File: src/design/lidar_point_box_crop_filter_defines.svh
// ----------------------------------------------------------------------------
// lidar point box crop filter assertion macros
// Shared concurrent assertion wrappers for the filter block.
// ----------------------------------------------------------------------------
`ifndef LIDAR_POINT_BOX_CROP_FILTER_DEFINES_SVH
`define LIDAR_POINT_BOX_CROP_FILTER_DEFINES_SVH

// checked on every edge outside reset
`define LPBCF_ASSERT(lbl, clk, rst, prop, msg) \
  lbl: assert property (@(posedge clk) disable iff (rst) prop) else $error(msg);

// checked on every edge, reset included
`define LPBCF_ASSERT_ALWAYS(lbl, clk, prop, msg) \
  lbl: assert property (@(posedge clk) prop) else $error(msg);

`endif

File: src/design/lpbcf_pkg.sv
// ----------------------------------------------------------------------------
// lpbcf_pkg
// Types and constants shared by the lidar point box crop filter.
// ----------------------------------------------------------------------------
`default_nettype none

package lpbcf_pkg;

  // configuration register indexes
  localparam logic [2:0] REG_COEF_INDEX  = 3'd0;
  localparam logic [2:0] REG_COEF_VALUE  = 3'd1;
  localparam logic [2:0] REG_BOX_COUNT   = 3'd2;
  localparam logic [2:0] REG_CROP_ENABLE = 3'd3;
  localparam logic [2:0] REG_BYPASS      = 3'd4;

  // reject reasons
  localparam logic [1:0] REASON_KEEP = 2'd0;
  localparam logic [1:0] REASON_BOX  = 2'd1;
  localparam logic [1:0] REASON_CROP = 2'd2;

  // coefficient table layout
  localparam int XF_COUNT   = 12;
  localparam int CROP_BASE  = 12;
  localparam int CROP_COUNT = 6;
  localparam int BOX_BASE   = 18;
  localparam int BOX_STRIDE = 15;

  // accumulator widths: three 64-bit and three 65-bit products
  localparam int XF_ACC_W  = 66;
  localparam int BOX_ACC_W = 67;

  typedef struct packed {
    logic               we;
    logic [7:0]         index;
    logic signed [31:0] data;
  } cfg_wr_t;

  typedef struct packed {
    logic       start;
    logic       run;
    logic [1:0] col;
    logic [1:0] phase;
    logic       shift;
  } cell_ctl_t;

  typedef struct packed {
    logic signed [31:0] x;
    logic signed [31:0] y;
    logic signed [31:0] z;
  } point3_t;

endpackage

`default_nettype wire

File: src/design/lpbcf_box_cell.sv
// ----------------------------------------------------------------------------
// lpbcf_box_cell
// One oriented box: holds its 15 coefficients, tests the point with one
// multiplier, then takes part in the first-hit chain.
// ----------------------------------------------------------------------------
`default_nettype none

module lpbcf_box_cell #(
  parameter int BOX_ID    = 0,
  parameter int FRAC_BITS = 16,
  parameter int IDX_W     = 3
) (
  input  wire                       clk,
  input  wire                       rst,
  input  wire lpbcf_pkg::cfg_wr_t   wr,
  input  wire lpbcf_pkg::cell_ctl_t ctl,
  input  wire lpbcf_pkg::point3_t   filt,
  input  wire [3:0]                 box_count,
  input  wire                       found_in,
  input  wire [IDX_W-1:0]           idx_in,
  output logic                      found_out,
  output logic [IDX_W-1:0]          idx_out
);

  localparam int BASE = lpbcf_pkg::BOX_BASE + lpbcf_pkg::BOX_STRIDE * BOX_ID;
  localparam int AW   = lpbcf_pkg::BOX_ACC_W;
  localparam logic signed [AW-1:0] RND_HALF = AW'(64'd1 << (FRAC_BITS - 1));

  // center 0..2, rotation 3..11 row-major, half extent 12..14
  logic signed [31:0]   coef [lpbcf_pkg::BOX_STRIDE];
  logic signed [AW-1:0] acc;
  logic                 in_box;
  logic                 active;

  logic signed [31:0]   fsel;
  logic signed [32:0]   d;
  logic signed [64:0]   prod;
  logic signed [AW-1:0] loc;
  logic signed [AW-1:0] loc_abs;
  logic [3:0]           m_idx;
  logic [3:0]           wr_off;
  logic                 wr_hit;

  always_comb begin
    wr_hit = wr.we && (int'(wr.index) >= BASE) && (int'(wr.index) < BASE + 15);
    wr_off = 4'(int'(wr.index) - BASE);
    case (ctl.phase)
      2'd0:    fsel = filt.x;
      2'd1:    fsel = filt.y;
      default: fsel = filt.z;
    endcase
    // d_i = filt_i - center_i, m[i][j] with i = phase, j = col
    d     = 33'(fsel) - 33'(coef[4'(ctl.phase)]);
    m_idx = 4'(3 + 3 * int'(ctl.phase) + int'(ctl.col));
    prod  = 65'(d) * 65'(coef[m_idx]);
    loc     = (acc + RND_HALF) >>> FRAC_BITS;
    loc_abs = loc[AW-1] ? -loc : loc;
    active  = 32'(box_count) > BOX_ID;
  end

  always_ff @(posedge clk) begin
    if (wr_hit) begin
      coef[wr_off] <= wr.data;
    end
    if (ctl.run && ctl.phase != 2'd3) begin
      acc <= (ctl.phase == 2'd0) ? AW'(prod) : acc + AW'(prod);
    end
    if (ctl.shift) begin
      found_out <= found_in || (in_box && active);
      idx_out   <= found_in ? idx_in : IDX_W'(BOX_ID);
    end
  end

  always_ff @(posedge clk) begin
    if (rst) begin
      in_box <= 1'b0;
    end else if (ctl.start) begin
      in_box <= 1'b1;
    end else if (ctl.run && ctl.phase == 2'd3) begin
      if (loc_abs > AW'(coef[4'(12 + int'(ctl.col))])) begin
        in_box <= 1'b0;
      end
    end
  end

endmodule

`default_nettype wire
File: config.mk
export PLATFORM = sky130hd
export DESIGN_NAME = lpbcf_box_cell
export DESIGN_NICKNAME = d
export VERILOG_FILES = /design/src/design/lidar_point_box_crop_filter_defines.svh /design/src/design/lpbcf_pkg.sv /design/src/design/lpbcf_box_cell.sv
export SDC_FILE = /design/constraint.sdc
export NUM_CORES = 2
export LEC_CHECK = 0
export BUFFER_PORTS_ARGS = -buffer_cell sky130_fd_sc_hd__buf_2
export CELL_PAD_IN_SITES_DETAIL_PLACEMENT = 0
export CELL_PAD_IN_SITES_GLOBAL_PLACEMENT = 1
export CORE_MARGIN = 10
export CORE_UTILIZATION = 45
export CTS_CLUSTER_SIZE = 16
export DETAILED_ROUTE_END_ITERATION = 10
export PLACE_DENSITY_LB_ADDON = 0.1
export SYNTH_ARGS = -nofsm -noshare
export SYNTH_HDL_FRONTEND = slang
export SYNTH_SLANG_ARGS = --single-unit
File: constraint.sdc
create_clock -name clk -period 33.4 [get_ports clk]
set_input_delay 1.67 -clock clk [delete_from_list [all_inputs] [get_ports clk]]
set_output_delay 1.67 -clock clk [all_outputs]
set_load 0.02 [all_outputs]
==> results.md <==
Routing:
- The initial detailed-routing violation count is 3824.
- The pre-antenna-repair detailed-routing pass consisted of 8 iterations.
- The residual antenna-violating net count after detailed routing is 0.
- After detailed routing, the average wire length per cell comes to 25.36 µm.
- The count of unresolved DRC violations after routing is 0.
- The total via count in the routed design is 50130.
- The via-per-instance ratio is 5.598.
- Summed over all layers, the routed wires come to 227.1 mm.

Global routing:
- The global-route congestion overflow total is 0.
- Entering global routing, the biggest net connects 76 pins.
- The number of antenna violations at the first check in global routing was 21.
- The global-route wire length before repair is 342.2 mm.
- The number of global-route vias before repair was 52440.
- The total track usage is 0.2680.

Critical path:
- The type of destination of the critical path is a register.
- The maximum single-stage delay on the critical path is 920 ps.
- The classification of the worst setup path is input pin to register.
- The worst reg2reg path startpoint is coef[3][0].
- The arrival time of data at the critical path endpoint is 17980 ps.
- The cell type of the slowest stage on the worst timing path is ha_2.
- The type of origin of the critical path is an input pin.
- The end of the critical path is acc[63].
- The length in cells of the worst reg-to-reg path is 47.
- The capturing point of the worst reg2reg path is acc[63].
- By instance count, the cell type seen most on the critical path is fa_1.
- At the worst endpoint, the required time is 33830 ps.
- For flop-to-flop paths, the worst setup slack is 18710 ps.
- Of all nets on the critical path, the largest fanout is 51.
- The critical path startpoint is ctl[1].

Synthesis:
- The number of distinct library cells after synthesis is 81.
- For this run, the register share of the synthesized area comes to 0.2379.
- The synthesized design contains 551 enable-type register cells.
- The gate count after technology mapping is 6834.
- After synthesis, the most frequently instantiated cells are inv_1 (1177), fa_1 (1115), nor2_1 (820).
- The combined area of all synthesized cells is 69650 µm².
- In the post-synthesis netlist, the cell with the most instances is inv_1.
- For this run, asynchronously set or reset flops after synthesis account for 0.
- Summed over all instances, the cell type with the most area after synthesis is fa_1.
- The area fraction of the dominant cell type after synthesis is 0.3205.
- The mean post-synth cell area is 10.19 µm².
- Counting flops and latches in the post-synthesis netlist gives 552.
- In the synthesized netlist the dominant register cell turns out to be edfxtp_1.
- The Yosys step of the flow raised 0 warnings.
- Sorting the synthesized cells by area gives the leading types as fa_1 (32%), edfxtp_1 (24%), ha_1 (6.5%).

Clocking:
- The root buffer cell is clkbuf_16.
- The count of clock tree sinks is 552.
- The number of resized instances in the post-cts repair step is 0.
- The post-CTS setup buffer count is 0.
- Counting the buffers created by CTS gives 55.
- The clock-pin slew reported for the worst setup and hold paths after clock tree synthesis is 70 ps.
- The clock latency at the later pin of the worst-skew pair is 680 ps.
- The clock passes through at most 3 buffers.
- The hold buffer count at cts is 0.
- TritonCTS built the clock tree.
- The CTS H-tree depth is 2.

Timing:
- The worst clock skew on the final layout is 77.24 ps.
- The number of endpoints with negative hold slack in the final report came to 0.
- Derived from the worst setup path, the maximum achievable clock frequency is 0.05698 GHz.
- Headroom to the max-slew limit came out at 0.1858.
- Of the available clock period, the critical path in the final layout requires 0.5255.
- The worst path needs 17550 ps of the cycle, external delays included.
- The total negative slack for setup checks is 0 ps.
- Setup repair after global routing left no endpoint under its margin.
- Setup violations remaining at the end of the flow were counted as 0.
- The max-slew violation count was 0.
- The slew at the pin with the worst max-slew slack is 1221 ps.

Cells and area:
- The number of nets in the final layout is 8497.
- The fraction of layout instances using a drive strength above 1 is 0.09990.
- The synthesis-to-finish area growth is 8.145%.
- The count of filler cells inserted in the layout is 14360.

Floorplanning:
- The standard cell core area is 153900 µm².
- The cell row count is 144.
- The vertical die dimension is 413.4 µm.
- The horizontal extent of the die is 413.4 µm.
- In this run the count of I/O pins placed on the die edge is 158.
- The area of the die is 170900 µm².
- The starting density of the core is 0.4526.

Placed design:
- The number of input and output port buffers inserted is 157.
- Once detailed placement completed, the half-perimeter wirelength came to 176.4 mm.
- The placer's final routability congestion estimate is 0.9199.

Hold path:
- The class of the tightest hold or removal check is register to register.

Run:
- The number of maximum-capacitance violations is 0.

Outcome:
- The flow ran to the end, and the final reports show no timing, DRC or antenna violations.
## layout make-up
cell class / count / area, µm² / share of cell area
clock buffers: 69 / 1469 / 0.01950
inverters: 1179 / 4425 / 0.05876
well taps: 2044 / 2557 / 0.03396
flip-flops and latches: 552 / 16570 / 0.2199
repair buffers: 290 / 1784 / 0.02369
diodes: 4 / 10.01 / 0.0001329
multi-input cells: 4786 / 48110 / 0.6388
clock inverters: 31 / 392.9 / 0.005216
## critical path, delay by kind of cell
kind	cells	cell delay, ps
adder cells (fa/ha/maj)	13	6460
AND/OR/NAND/NOR	4	1240
buffers and inverters	9	1120
AO/OA/AOI/OAI	27	6680
multiplexers	1	270
XOR/XNOR	3	470
## layout by cell type, fill, tap and decap left out, types with 26 or more instances in the layout
master,n
inv_1,1176
fa_1,1114
nor2_1,806
nand2_1,570
edfxtp_1,551
ha_1,359
a21oi_1,348
xnor2_1,172
buf_2,157
mux4_2,137
o21ai_0,137
buf_4,133
a21o_1,129
nand2b_1,102
xor2_1,84
mux2i_1,70
nand4_1,66
nand3_1,59
clkbuf_16,55
and2_1,49
mux2_2,43
nor2b_1,39
o21bai_1,39
and3_1,34
o211ai_1,33
a31oi_1,28
or2_2,28
o21a_1,26
## metrics by stage
| stage | hold WS, ps | setup WS, ps | instances | instance area [µm²] | util |
|---|---|---|---|---|---|
| floorplan | 474.1 | 18110 | 6849 | 69700 | - |
| global placement | 510.7 | 15260 | 8851 | 73450 | 0.4773 |
| detailed placement | 514.0 | 15220 | 8851 | 73450 | 0.4773 |
| CTS | 533.2 | 15940 | 8951 | 75310 | 0.4894 |
| global route | 581.9 | 15010 | 8952 | 75310 | 0.4895 |
| finish | 535.6 | 15850 | 8955 | 75320 | 0.4895 |
## flip-flops by register name (all words and copies together), names as in the netlist
name and count:
acc 67, found_out 1, idx_out 3, in_box 1, coef 480
## how the worst min path moves through the flow
stage | from | to | slack, ps | cells past startpoint
after global placement | in_box | in_box | 510 | 2
after floorplan | in_box | in_box | 470 | 2
after global routing | in_box | in_box | 580 | 2
final | in_box | in_box | 540 | 2
after detailed placement | in_box | in_box | 510 | 2
after CTS | in_box | in_box | 530 | 2
## layer usage
| metal | track usage | wire, µm | vias to the layer above | part of all wire |
|---|---|---|---|---|
| met4 | 0.07858 | 7922 | 16 | 0.035 |
| li1 | - | - | 22110 | - |
| met1 | 0.3646 | 96000 | 26170 | 0.42 |
| met2 | 0.4490 | 109600 | 1532 | 0.48 |
| met5 | 0 | 101 | - | 0.00044 |
| met3 | 0.03353 | 13470 | 301 | 0.059 |
## cell families after synthesis
family,Yosys count,synth area share
compound gates,886,0.07849
flops,552,0.2379
mux,251,0.06148
fa+ha+maj,1479,0.3859
other cells,1,0.00005384
xor+xnor,295,0.03710
buf+inv,1511,0.08189
simple gates,1859,0.1172
Power is left out: the tool's default activity adds up to more than one toggle a clock period on the data nets, which glitch-free logic cannot reach.
